$ cat src/sv/mccp_pkg.sv
// Shared constants and types for the MIDI program/control change parser.
package mccp_pkg;

  // Time stamp arithmetic width (capped at 32 bits); the time port carries 32 bits.
  localparam int TIME_BITS = 32;
  localparam int TIME_W    = (TIME_BITS < 32) ? TIME_BITS : 32;

  // Configuration register indexes
  localparam int CFG_IDX_W = 2;
  localparam logic [CFG_IDX_W-1:0] CFG_TIMEOUT = 2'd0;
  localparam logic [CFG_IDX_W-1:0] CFG_PROG_EN = 2'd1;
  localparam logic [CFG_IDX_W-1:0] CFG_CTRL_EN = 2'd2;

  // Event kinds
  localparam logic KIND_PROGRAM = 1'b0;
  localparam logic KIND_CONTROL = 1'b1;

  // Status nibbles and controller numbers
  localparam logic [3:0] STATUS_CC   = 4'hB;
  localparam logic [3:0] STATUS_PC   = 4'hC;
  localparam logic [7:0] CC_BANK_MSB = 8'd0;
  localparam logic [7:0] CC_BANK_LSB = 8'd32;
  localparam logic [7:0] CC_FIRST    = 8'd70;
  localparam logic [7:0] CC_LAST     = 8'd83;

  typedef struct packed {
    logic [31:0] timeout_ticks;
    logic        program_event_enable;
    logic        control_event_enable;
  } mccp_cfg_t;

  typedef struct packed {
    logic        event_kind;
    logic [3:0]  channel;
    logic [7:0]  program_number;
    logic [15:0] bank_number;
    logic [7:0]  controller_number;
    logic [7:0]  controller_value;
  } mccp_event_t;

endpackage

$ cat src/sv/midi_cc_program_change_parser_unit.sv
// Top level of the MIDI program change / control change parser.
//
// Input channel (in_valid / in_stall): one MIDI byte per beat with its time
// stamp. Output channel (out_valid / out_stall): one event beat carrying the
// full held record (channel, program, bank, controller, value) plus its kind.
// Config channel (cfg_valid / cfg_ready): index 0 timeout, 1 program event
// enable, 2 control event enable; always ready, write only while idle.
//
// Throughput: one byte per cycle while in_stall is low. Parser state updates
// at the accept edge; an event is registered into the output register, or
// the skid entry if stalled. Bytes completing no enabled message give no beat.
//
// Stall: an output register plus one skid entry sit behind the parser, so a
// byte is still taken while an event waits. in_stall rises only when both
// entries hold events and drops the cycle after the receiver takes one.
//
// Reset (rst, synchronous): parser goes idle, held record, last time stamp
// and all config registers clear to zero, both output entries empty.
module midi_cc_program_change_parser_unit (
  input  logic                           clk,
  input  logic                           rst,
  // config write
  input  logic                           cfg_valid,
  output logic                           cfg_ready,
  input  logic [mccp_pkg::CFG_IDX_W-1:0] cfg_index,
  input  logic [31:0]                    cfg_data,
  // byte input
  input  logic                           in_valid,
  output logic                           in_stall,
  input  logic [7:0]                     rx_byte,
  input  logic [31:0]                    time_now,
  // event output
  output logic                           out_valid,
  input  logic                           out_stall,
  output logic                           event_kind,
  output logic [3:0]                     channel,
  output logic [7:0]                     program_number,
  output logic [15:0]                    bank_number,
  output logic [7:0]                     controller_number,
  output logic [7:0]                     controller_value
);
  import mccp_pkg::*;

  mccp_cfg_t   cfg;
  mccp_event_t ev;
  mccp_event_t out_ev;
  logic        ev_valid;
  logic        take;

  assign cfg_ready = 1'b1;
  assign take      = in_valid && !in_stall;

  // config registers
  always_ff @(posedge clk) begin
    if (rst) begin
      cfg <= '0;
    end else if (cfg_valid && cfg_ready) begin
      case (cfg_index)
        CFG_TIMEOUT: cfg.timeout_ticks        <= cfg_data;
        CFG_PROG_EN: cfg.program_event_enable <= cfg_data[0];
        CFG_CTRL_EN: cfg.control_event_enable <= cfg_data[0];
        default: ;
      endcase
    end
  end

  mccp_parser u_parser (
    .clk      (clk),
    .rst      (rst),
    .take     (take),
    .rx_byte  (rx_byte),
    .time_now (time_now),
    .cfg      (cfg),
    .ev_valid (ev_valid),
    .ev       (ev)
  );

  mccp_out_buf u_out_buf (
    .clk       (clk),
    .rst       (rst),
    .push      (ev_valid),
    .push_ev   (ev),
    .full      (in_stall),
    .out_valid (out_valid),
    .out_stall (out_stall),
    .out_ev    (out_ev)
  );

  assign event_kind        = out_ev.event_kind;
  assign channel           = out_ev.channel;
  assign program_number    = out_ev.program_number;
  assign bank_number       = out_ev.bank_number;
  assign controller_number = out_ev.controller_number;
  assign controller_value  = out_ev.controller_value;

  // skid entry is only ever occupied behind a valid output register
  a_skid_behind_out: assert property (@(posedge clk) disable iff (rst)
    in_stall |-> out_valid)
    else $error("skid entry holds an event while output register is empty");

  // skid fills only when an event arrives while the output is stalled
  a_skid_fill: assert property (@(posedge clk) disable iff (rst)
    $rose(in_stall) |-> $past(out_valid && out_stall && ev_valid))
    else $error("skid entry filled without a stalled output");

  // a new event beat always stems from an enabled message kind
  a_kind_enabled: assert property (@(posedge clk) disable iff (rst)
    ev_valid |-> ((ev.event_kind == KIND_PROGRAM && cfg.program_event_enable) ||
                  (ev.event_kind == KIND_CONTROL && cfg.control_event_enable)))
    else $error("event produced for a disabled message kind");

endmodule

$ cat src/sv/mccp_parser.sv
// Byte parser: phase state, held record, idle timeout and event decode.
module mccp_parser (
  input  logic                clk,
  input  logic                rst,
  input  logic                take,
  input  logic [7:0]          rx_byte,
  input  logic [31:0]         time_now,
  input  mccp_pkg::mccp_cfg_t cfg,
  output logic                ev_valid,
  output mccp_pkg::mccp_event_t ev
);
  import mccp_pkg::*;

  typedef enum logic [2:0] {
    PH_IDLE    = 3'd0,
    PH_PROGRAM = 3'd1,
    PH_CONTROL = 3'd2,
    PH_BANK_LO = 3'd3,
    PH_BANK_HI = 3'd4,
    PH_VALUE   = 3'd5
  } phase_t;

  phase_t      phase, phase_next, phase_cur;
  logic [3:0]  held_channel, held_channel_next;
  logic [7:0]  held_program, held_program_next;
  logic [15:0] held_bank, held_bank_next;
  logic [7:0]  held_controller, held_controller_next;
  logic [7:0]  held_value, held_value_next;
  logic [TIME_W-1:0] last_byte_time;
  logic [TIME_W-1:0] elapsed;
  logic        timed_out;
  logic        emit;
  logic        emit_kind;

  assign elapsed   = time_now[TIME_W-1:0] - last_byte_time;
  assign timed_out = 32'(elapsed) > cfg.timeout_ticks;
  assign phase_cur = timed_out ? PH_IDLE : phase;

  always_comb begin
    phase_next           = PH_IDLE;
    held_channel_next    = held_channel;
    held_program_next    = held_program;
    held_bank_next       = held_bank;
    held_controller_next = held_controller;
    held_value_next      = held_value;
    emit                 = 1'b0;
    emit_kind            = KIND_PROGRAM;
    case (phase_cur)
      PH_IDLE: begin
        if (rx_byte[7:4] == STATUS_CC) begin
          held_channel_next = rx_byte[3:0];
          phase_next        = PH_CONTROL;
        end else if (rx_byte[7:4] == STATUS_PC) begin
          held_channel_next = rx_byte[3:0];
          phase_next        = PH_PROGRAM;
        end
      end
      PH_PROGRAM: begin
        held_program_next = rx_byte;
        emit              = cfg.program_event_enable;
        emit_kind         = KIND_PROGRAM;
      end
      PH_CONTROL: begin
        if (rx_byte == CC_BANK_MSB) begin
          phase_next = PH_BANK_HI;
        end else if (rx_byte == CC_BANK_LSB) begin
          phase_next = PH_BANK_LO;
        end else if (rx_byte >= CC_FIRST && rx_byte <= CC_LAST) begin
          held_controller_next = rx_byte;
          phase_next           = PH_VALUE;
        end
      end
      PH_BANK_LO: held_bank_next = {held_bank[15:8], rx_byte};
      PH_BANK_HI: held_bank_next = {rx_byte, held_bank[7:0]};
      PH_VALUE: begin
        held_value_next = rx_byte;
        emit            = cfg.control_event_enable;
        emit_kind       = KIND_CONTROL;
      end
      default: phase_next = PH_IDLE;
    endcase
  end

  assign ev_valid             = take && emit;
  assign ev.event_kind        = emit_kind;
  assign ev.channel           = held_channel_next;
  assign ev.program_number    = held_program_next;
  assign ev.bank_number       = held_bank_next;
  assign ev.controller_number = held_controller_next;
  assign ev.controller_value  = held_value_next;

  always_ff @(posedge clk) begin
    if (rst) begin
      phase           <= PH_IDLE;
      held_channel    <= '0;
      held_program    <= '0;
      held_bank       <= '0;
      held_controller <= '0;
      held_value      <= '0;
      last_byte_time  <= '0;
    end else if (take) begin
      phase           <= phase_next;
      held_channel    <= held_channel_next;
      held_program    <= held_program_next;
      held_bank       <= held_bank_next;
      held_controller <= held_controller_next;
      held_value      <= held_value_next;
      last_byte_time  <= time_now[TIME_W-1:0];
    end
  end

endmodule

$ cat src/sv/mccp_out_buf.sv
// Output register with one skid entry for event beats.
module mccp_out_buf (
  input  logic                  clk,
  input  logic                  rst,
  input  logic                  push,
  input  mccp_pkg::mccp_event_t push_ev,
  output logic                  full,
  output logic                  out_valid,
  input  logic                  out_stall,
  output mccp_pkg::mccp_event_t out_ev
);
  import mccp_pkg::*;

  mccp_event_t skid_ev;
  logic        skid_valid;
  logic        pop;

  assign pop  = out_valid && !out_stall;
  assign full = skid_valid;

  always_ff @(posedge clk) begin
    if (rst) begin
      out_valid  <= 1'b0;
      skid_valid <= 1'b0;
    end else if (skid_valid) begin
      // input is held off while the skid entry is occupied
      if (pop) begin
        out_ev     <= skid_ev;
        skid_valid <= 1'b0;
      end
    end else if (push) begin
      if (!out_valid || pop) begin
        out_ev    <= push_ev;
        out_valid <= 1'b1;
      end else begin
        skid_ev    <= push_ev;
        skid_valid <= 1'b1;
      end
    end else if (pop) begin
      out_valid <= 1'b0;
    end
  end

endmodule
$ cat config.mk
export PLATFORM = sky130hd
export DESIGN_NAME = midi_cc_program_change_parser_unit
export DESIGN_NICKNAME = d
export VERILOG_FILES = /design/src/sv/mccp_pkg.sv /design/src/sv/midi_cc_program_change_parser_unit.sv /design/src/sv/mccp_parser.sv /design/src/sv/mccp_out_buf.sv
export SDC_FILE = /design/constraint.sdc
export NUM_CORES = 1
export LEC_CHECK = 0
export BUFFER_PORTS_ARGS = -buffer_cell sky130_fd_sc_hd__buf_2
export CAP_MARGIN = 20
export CORE_UTILIZATION = 53
export DETAILED_ROUTE_END_ITERATION = 8
export PLACE_DENSITY = 0.83
export RECOVER_POWER = 25
export SKIP_LAST_GASP = 1
export SLEW_MARGIN = 20
export SYNTH_ARGS = -nofsm -noshare
export SYNTH_HDL_FRONTEND = slang
export SYNTH_HIERARCHICAL = 1
export SYNTH_SLANG_ARGS = --single-unit
$ cat constraint.sdc
create_clock -name clk -period 9.7 [get_ports clk]
set_clock_uncertainty 0.1 [all_clocks]
set_input_delay 0.485 -clock clk [delete_from_list [all_inputs] [get_ports clk]]
set_output_delay 0.485 -clock clk [all_outputs]
set_load 0.005 [all_outputs]
== Yosys cells after proc, flatten, opt, wreduce, memory -nomap -nowiden ==
Cells that the tools add are included.

* Add/subtract/negate cells: 1
* Magnitude comparators: 3
* Eq/ne operators: 12
* Multiplexer cells: 30
* Bitwise logic cells: 3
* Reductions and logical operators: 20

{| class="wikitable"
|+ Operators with widths
! cell !! number
|-
| two-way mux 45 bit || 4
|-
| two-way mux 8 bit || 6
|-
| > comparator 32 bit || 1
|-
| one-hot mux 16 bit (2 select lines) || 1
|-
| subtractor 32 bit || 1
|-
| two-way mux 3 bit || 5
|-
| two-way mux 4 bit || 3
|-
| two-way mux 1 bit || 9
|-
| equality test 4 bit (second input constant) || 2
|-
| equality test 8 x 6 -> 1 bit (second input constant) || 1
|-
| greater-or-equal comparator 8 x 7 -> 1 bit (second input constant) || 1
|-
| less-or-equal comparator 8 x 7 -> 1 bit (second input constant) || 1
|-
| logical NOT 8 bit || 1
|-
| AND reduction 4 bit || 2
|-
| equality test 3 x 2 -> 1 bit (second input constant) || 2
|-
| equality test 3 bit (second input constant) || 2
|-
| one-hot mux 3 bit (2 select lines) || 1
|-
| AND reduction 2 bit || 3
|-
| nonzero test 2 bit || 3
|-
| logical AND 1 bit || 4
|-
| equality test 3 x 1 -> 1 bit (second input constant) || 1
|-
| logical NOT 1 bit || 3
|-
| logical NOT 3 bit || 1
|-
| NOT 1 bit || 3
|-
| 8 further kinds || 8
|}

* Register bits: 205
* Input port bits: 79
* Output and inout port bits: 48
* Logic and storage cells: 93

== Logic depth before layout (Yosys ltp) ==
* Depth after elaboration: 9
* Gate-level depth with buffers: 23
* Depth with buffers taken out: 22

== Hierarchy ==
Netlist, hierarchy kept.

{| class="wikitable"
|+ Modules (own cells, without submodules)
! module !! times used !! cells an instance !! area an instance (um2) !! sequential area each (um2)
|-
| mccp_parser || 1 || 768 || 6,434.9 || 1,581.5
|-
| mccp_out_buf || 1 || 152 || 3,343.2 || 2,742.6
|-
| midi_cc_program_change_parser_unit || 1 || 151 || 1,577.8 || 680.7
|}

== Worst setup path before layout ==
Ideal clock, no wire load.

* Path kind: input to register
* From: in time_now[0]
* To: reg u_out_buf/skid_ev[0] (netlist name), enable pin
* Setup time: 0.504 ns
* Arrival: 7.755 ns
* Data required time: 9.096 ns
* Slack: 1.341 ns
* Cell stages on the path: 23
* Buffers on the path: 1
* Path through: inv_1 ha_1 inv_1 fa_1 a211oi_1 nor3_1 o21ai_0 a21oi_1 o221a_2 o2111ai_1 a2111o_1 o211ai_1 ha_1 nand4_1 or3_4 nor2_4 nand3_2 nand2_2 o221ai_1 buf_2 nor4_1 nand2b_1 nor3_1

* Word-level cells in the longest chain between the ends: 7
* Elaborated cells on any way between the ends: 8
* Those cells by class: add/sub: 1; order compare: 1; eq/ne: 2; mux: 2; reduce/logical: 2

{| class="wikitable"
|+ RTL lines
! what !! line !! RTL
|-
| start: declaration || midi_cc_program_change_parser_unit.sv:31 || <nowiki>input logic [31:0] time_now,</nowiki>
|-
| subtractor 32 bit (*) || mccp_parser.sv:35 || <nowiki>assign elapsed = time_now[TIME_W-1:0] - last_byte_time;</nowiki>
|-
| > comparator 32 bit (*) || mccp_parser.sv:36 || <nowiki>assign timed_out = 32'(elapsed) > cfg.timeout_ticks;</nowiki>
|-
| two-way mux 3 bit (*) || mccp_parser.sv:37 || <nowiki>assign phase_cur = timed_out ? PH_IDLE : phase;</nowiki>
|-
| equality test 3 bit / equality test 3 x 1 -> 1 bit (equally long branches) || mccp_parser.sv:48 || <nowiki>case (phase_cur)</nowiki>
|-
| one-hot mux 1 bit (2 select lines) (*) || mccp_parser.sv:48 ||
|-
| logical AND 1 bit (*) || mccp_parser.sv:84 || <nowiki>assign ev_valid = take && emit;</nowiki>
|-
| named net ev_valid || midi_cc_program_change_parser_unit.sv:47 || <nowiki>logic ev_valid;</nowiki>
|-
| AND reduction 4 bit (no line) (*) || - ||
|-
| end signal: assignment || mccp_out_buf.sv:36 || <nowiki>skid_ev <= push_ev;</nowiki>
|-
| end: declaration || mccp_out_buf.sv:14 || <nowiki>mccp_event_t skid_ev;</nowiki>
|}

Mark *: on every way through the listed nets, which the timed path passes. The rest lies on a longest branch.
A chain may end at the register's enable or synchronous reset.

==> out/qor.csv <==
stage,metric,value,unit
run_status,outcome,"complete, but fails checks",
run_status,failing checks,"max-capacitance violations, max-slew violations",
place,post-DP HPWL,16.9,mm
routing,WL met3,1.44,mm
place,Post-Place Cell Area,12100,um^2
logic_synthesis,Synth Cell Area,11400,um^2
grt,vias in the first global route,7985,
routing,Initial DRC Count,603,
logic_synthesis,Syn Area/Cell,10.6,um^2
clocking,Max Root-Sink Buffers,3,
logic_synthesis,Post-synth top flop,dfxtp_1,
routing,DRC violations left,0,
routing,metal2 WL,11.6,mm
logic_synthesis,Mapped Nets,1214,
routing,WL met1,10.9,mm
place,dpl cells,1420,
sta,Final TNS setup,0,ps
critical_path,Crit path required time,9860,ps
grt,largest net degree at the start of global routing,85,
power,"IR drop worst, VDD",0.0966,mV
grt,first-pass GRT wire length,39.8,mm
sta,Slew @ Worst Pin,3150,ps
run,max cap viols,3,
sta,final hold violation count,0,
clocking,CTS Buf Count,22,
logic_synthesis,#FFs+latches synth,205,
clocking,CTS tree,done,
layout,layout cell share with drive strength beyond 1,21.8,%
floorplan,# rows,53,
routing,DRT antenna net count,0,
sta,Tcrit/Tclk final,67.8,%
clocking,root buffer cell,clkbuf_16,
clocking,CTS resizes,0,
clocking,H-tree level count,1,
logic_synthesis,top post-synthesis cells by count,"dfxtp_1 (115), nand2b_1 (105), mux2i_1 (92)",
sta,Tmin final,6580,ps
floorplan,Die Y,148,um
power,Cell Pwr Density,166,nW/um^2
sta,Hold WS,128,ps
logic_synthesis,Syn Inst Count,1071,
sta,Worst slew margin,-110,%
routing,DR top layer,met4,
logic_synthesis,Yosys Warn Count,6,
critical_path,Setup crit end kind,flip-flop,
floorplan,IO Count,127,
grt,overflow left after global routing,0,
grt,antenna violations before repair,0,
logic_synthesis,Cell variety after synth,71,
critical_path,crit-path cells,"ha_1, inv_1, fa_1, a211oi_1, nor3_1, o21ai_0, a21oi_1, o221a_2, o2111ai_1, a2111o_1, o211ai_1, ha_1, nand4_1, or3_4, nor2_4, and3_2, nor3_1, a221oi_2, nand2_1, mux2_2, mux2_1",
layout,final instance area,12800,um^2
logic_synthesis,Post-synth ARST share,0,%
logic_synthesis,Synth top area share,23.8,%
routing,Routed wire per std cell,16.7,um
grt,GRT Overall Usage,22.4,%
critical_path,Crit path max-delay family,compound AO/OA/AOI/OAI gates,
critical_path,"critical path fanouts, max",12,
critical_path,max incr delay on CP,870,ps
layout,final net count,1312,
clocking,Clock Latency Late Sink,510,ps
logic_synthesis,synth top area cells,"edfxtp_1 (24%), dfxtp_1 (20%), mux2_2 (8.4%)",
logic_synthesis,cell with the most instances after synthesis,dfxtp_1,
critical_path,CP max stage cell,a221oi_2,
critical_path,crit path kind,reg2reg,
clocking,Post-CTS Setup Inserts,0,
min_path,Worst Hold Class,in2reg,
floorplan,die span in x,148,um
clocking,CTS sink count,205,
floorplan,Core ar.,21000,um^2
sta,Final setup viols,0,
clocking,hold buffers post-CTS,0,
layout,Layout Cells excl Fill,1460,
routing,DR vias,8274,
routing,drt total wl,24.4,mm
logic_synthesis,"EDFF count, synth",90,
critical_path,arrival time at the worst endpoint,6740,ps
place,Buffers on Ports,125,
layout,Layout area overhead,12.9,%
layout,fin util,61.0,%
critical_path,WP buf/inv,1,
clocking,Worst-path clk slew,60,ps
critical_path,CP Launch Type,flip-flop,
routing,Via density,5.67,
power,leakage power,5.19,nW
routing,TritonRoute pass-1 iters,6,
sta,RSZ-0062 raised after global routing,no,
sta,fmax,152,MHz
sta,Slew Limit Fails,193,
logic_synthesis,sequential fraction of the synthesis area,44.1,%
floorplan,initial core utilization,54.0,%
place,Final GP Congestion,0.901,
logic_synthesis,Synth area leader,edfxtp_1,
layout,fillcell total,1705,
floorplan,Die Footprint,22000,um^2
layout,diode count,0,
where the power goes:
part / switching, mW / internal [mW]
Combinational: 0.188 / 0.144
Sequential: 0.00712 / 0.908
Clock: 0.352 / 0.526
kinds of logic (layout without fill, tap and decap cells):
kind of cell	count (synthesis)	after routing	synth area share [%]
adders and majority gates	64	64	7.12
xor gates and xnor gates	22	22	1.70
AOI/OAI and AO/OA	188	188	11.2
and+or+nand+nor	281	281	14.0
other	1	1	0.0330
DFF	205	205	44.1
buffers and inverters	132	246	5.23
muxes	178	178	16.6
final cells by class:
cell class	instances	area, um^2	area share, %
Tap cell	275	344	2.68
Clock inverter	16	203	1.58
Timing Repair Buffer	132	651	5.07
Inverter	74	278	2.17
Multi-Input combinational cell	734	5780	45.1
Clock buffer	24	558	4.35
Sequential cell	205	5010	39.0
worst reg2reg max path, stage by stage (launching register included):
cell and delay, ps:
dfxtp_1 340, ha_1 170, inv_1 50, fa_1 410, a211oi_1 290, nor3_1 140, o21ai_0 310, a21oi_1 160
o221a_2 350, o2111ai_1 250, a2111o_1 190, o211ai_1 90, ha_1 300, nand4_1 160, or3_4 440, nor2_4 150
and3_2 250, nor3_1 90, a221oi_2 870, nand2_1 500, mux2_2 420, mux2_1 280
flip-flops by register name, indices dropped and copies added, names as in the netlist:
name / flops
u_out_buf/out_ev: 45
u_out_buf/skid_ev: 45
cfg: 34
u_parser/last_byte_time: 32
u_parser/held_bank: 16
u_parser/held_controller: 8
u_parser/held_program: 8
u_parser/held_value: 8
u_parser/held_channel: 4
u_parser/phase: 3
u_out_buf/full: 1
u_out_buf/out_valid: 1
routing by layer:
metal | up-vias | global-route usage, %
li1 | 4039 | -
met1 | 3880 | 29.8
met2 | 314 | 37.8
met3 | 41 | 3.28
met4 | 0 | 6.39
met5 | - | 0
placed cells by master, fill, tap and decap left out, types with 54 or more instances in the layout:
| master | count |
|---|---|
| inv_1 | 74 |
| mux2_2 | 85 |
| dfxtp_1 | 114 |
| buf_2 | 109 |
| edfxtp_1 | 90 |
| a21oi_1 | 54 |
| nor2_1 | 63 |
| ha_1 | 63 |
| mux2i_1 | 92 |
| nand2b_1 | 105 |
path summary, 6_finish.rpt:
check | end | start | slack, ps | depth (start not counted)
worst min-delay path | cfg[20]$_SDFFE_PP0P_ | cfg_data[18] | 130 | 3
worst max-delay path | u_out_buf/out_ev[38]$_DFFE_PP_ | u_parser/last_byte_time[0]$_SDFFE_PP0P_ | 3120 | 21
worst max register to register | u_out_buf/out_ev[38]$_DFFE_PP_ | u_parser/last_byte_time[0]$_SDFFE_PP0P_ | 3120 | 21
worst min register to register | u_parser/held_controller[6]$_SDFFE_PP0P_ | u_parser/held_controller[6]$_SDFFE_PP0P_ | 350 | 2
through the flow:
stage,total power [mW],setup WS (ps)
after floorplan,1.18,1340
after global placement,1.25,3090
after detailed placement,1.26,2830
after CTS,2.13,3120
after global routing,2.21,2700
final,2.13,3120
No activity file was read; power rests on OpenSTA's default activity.
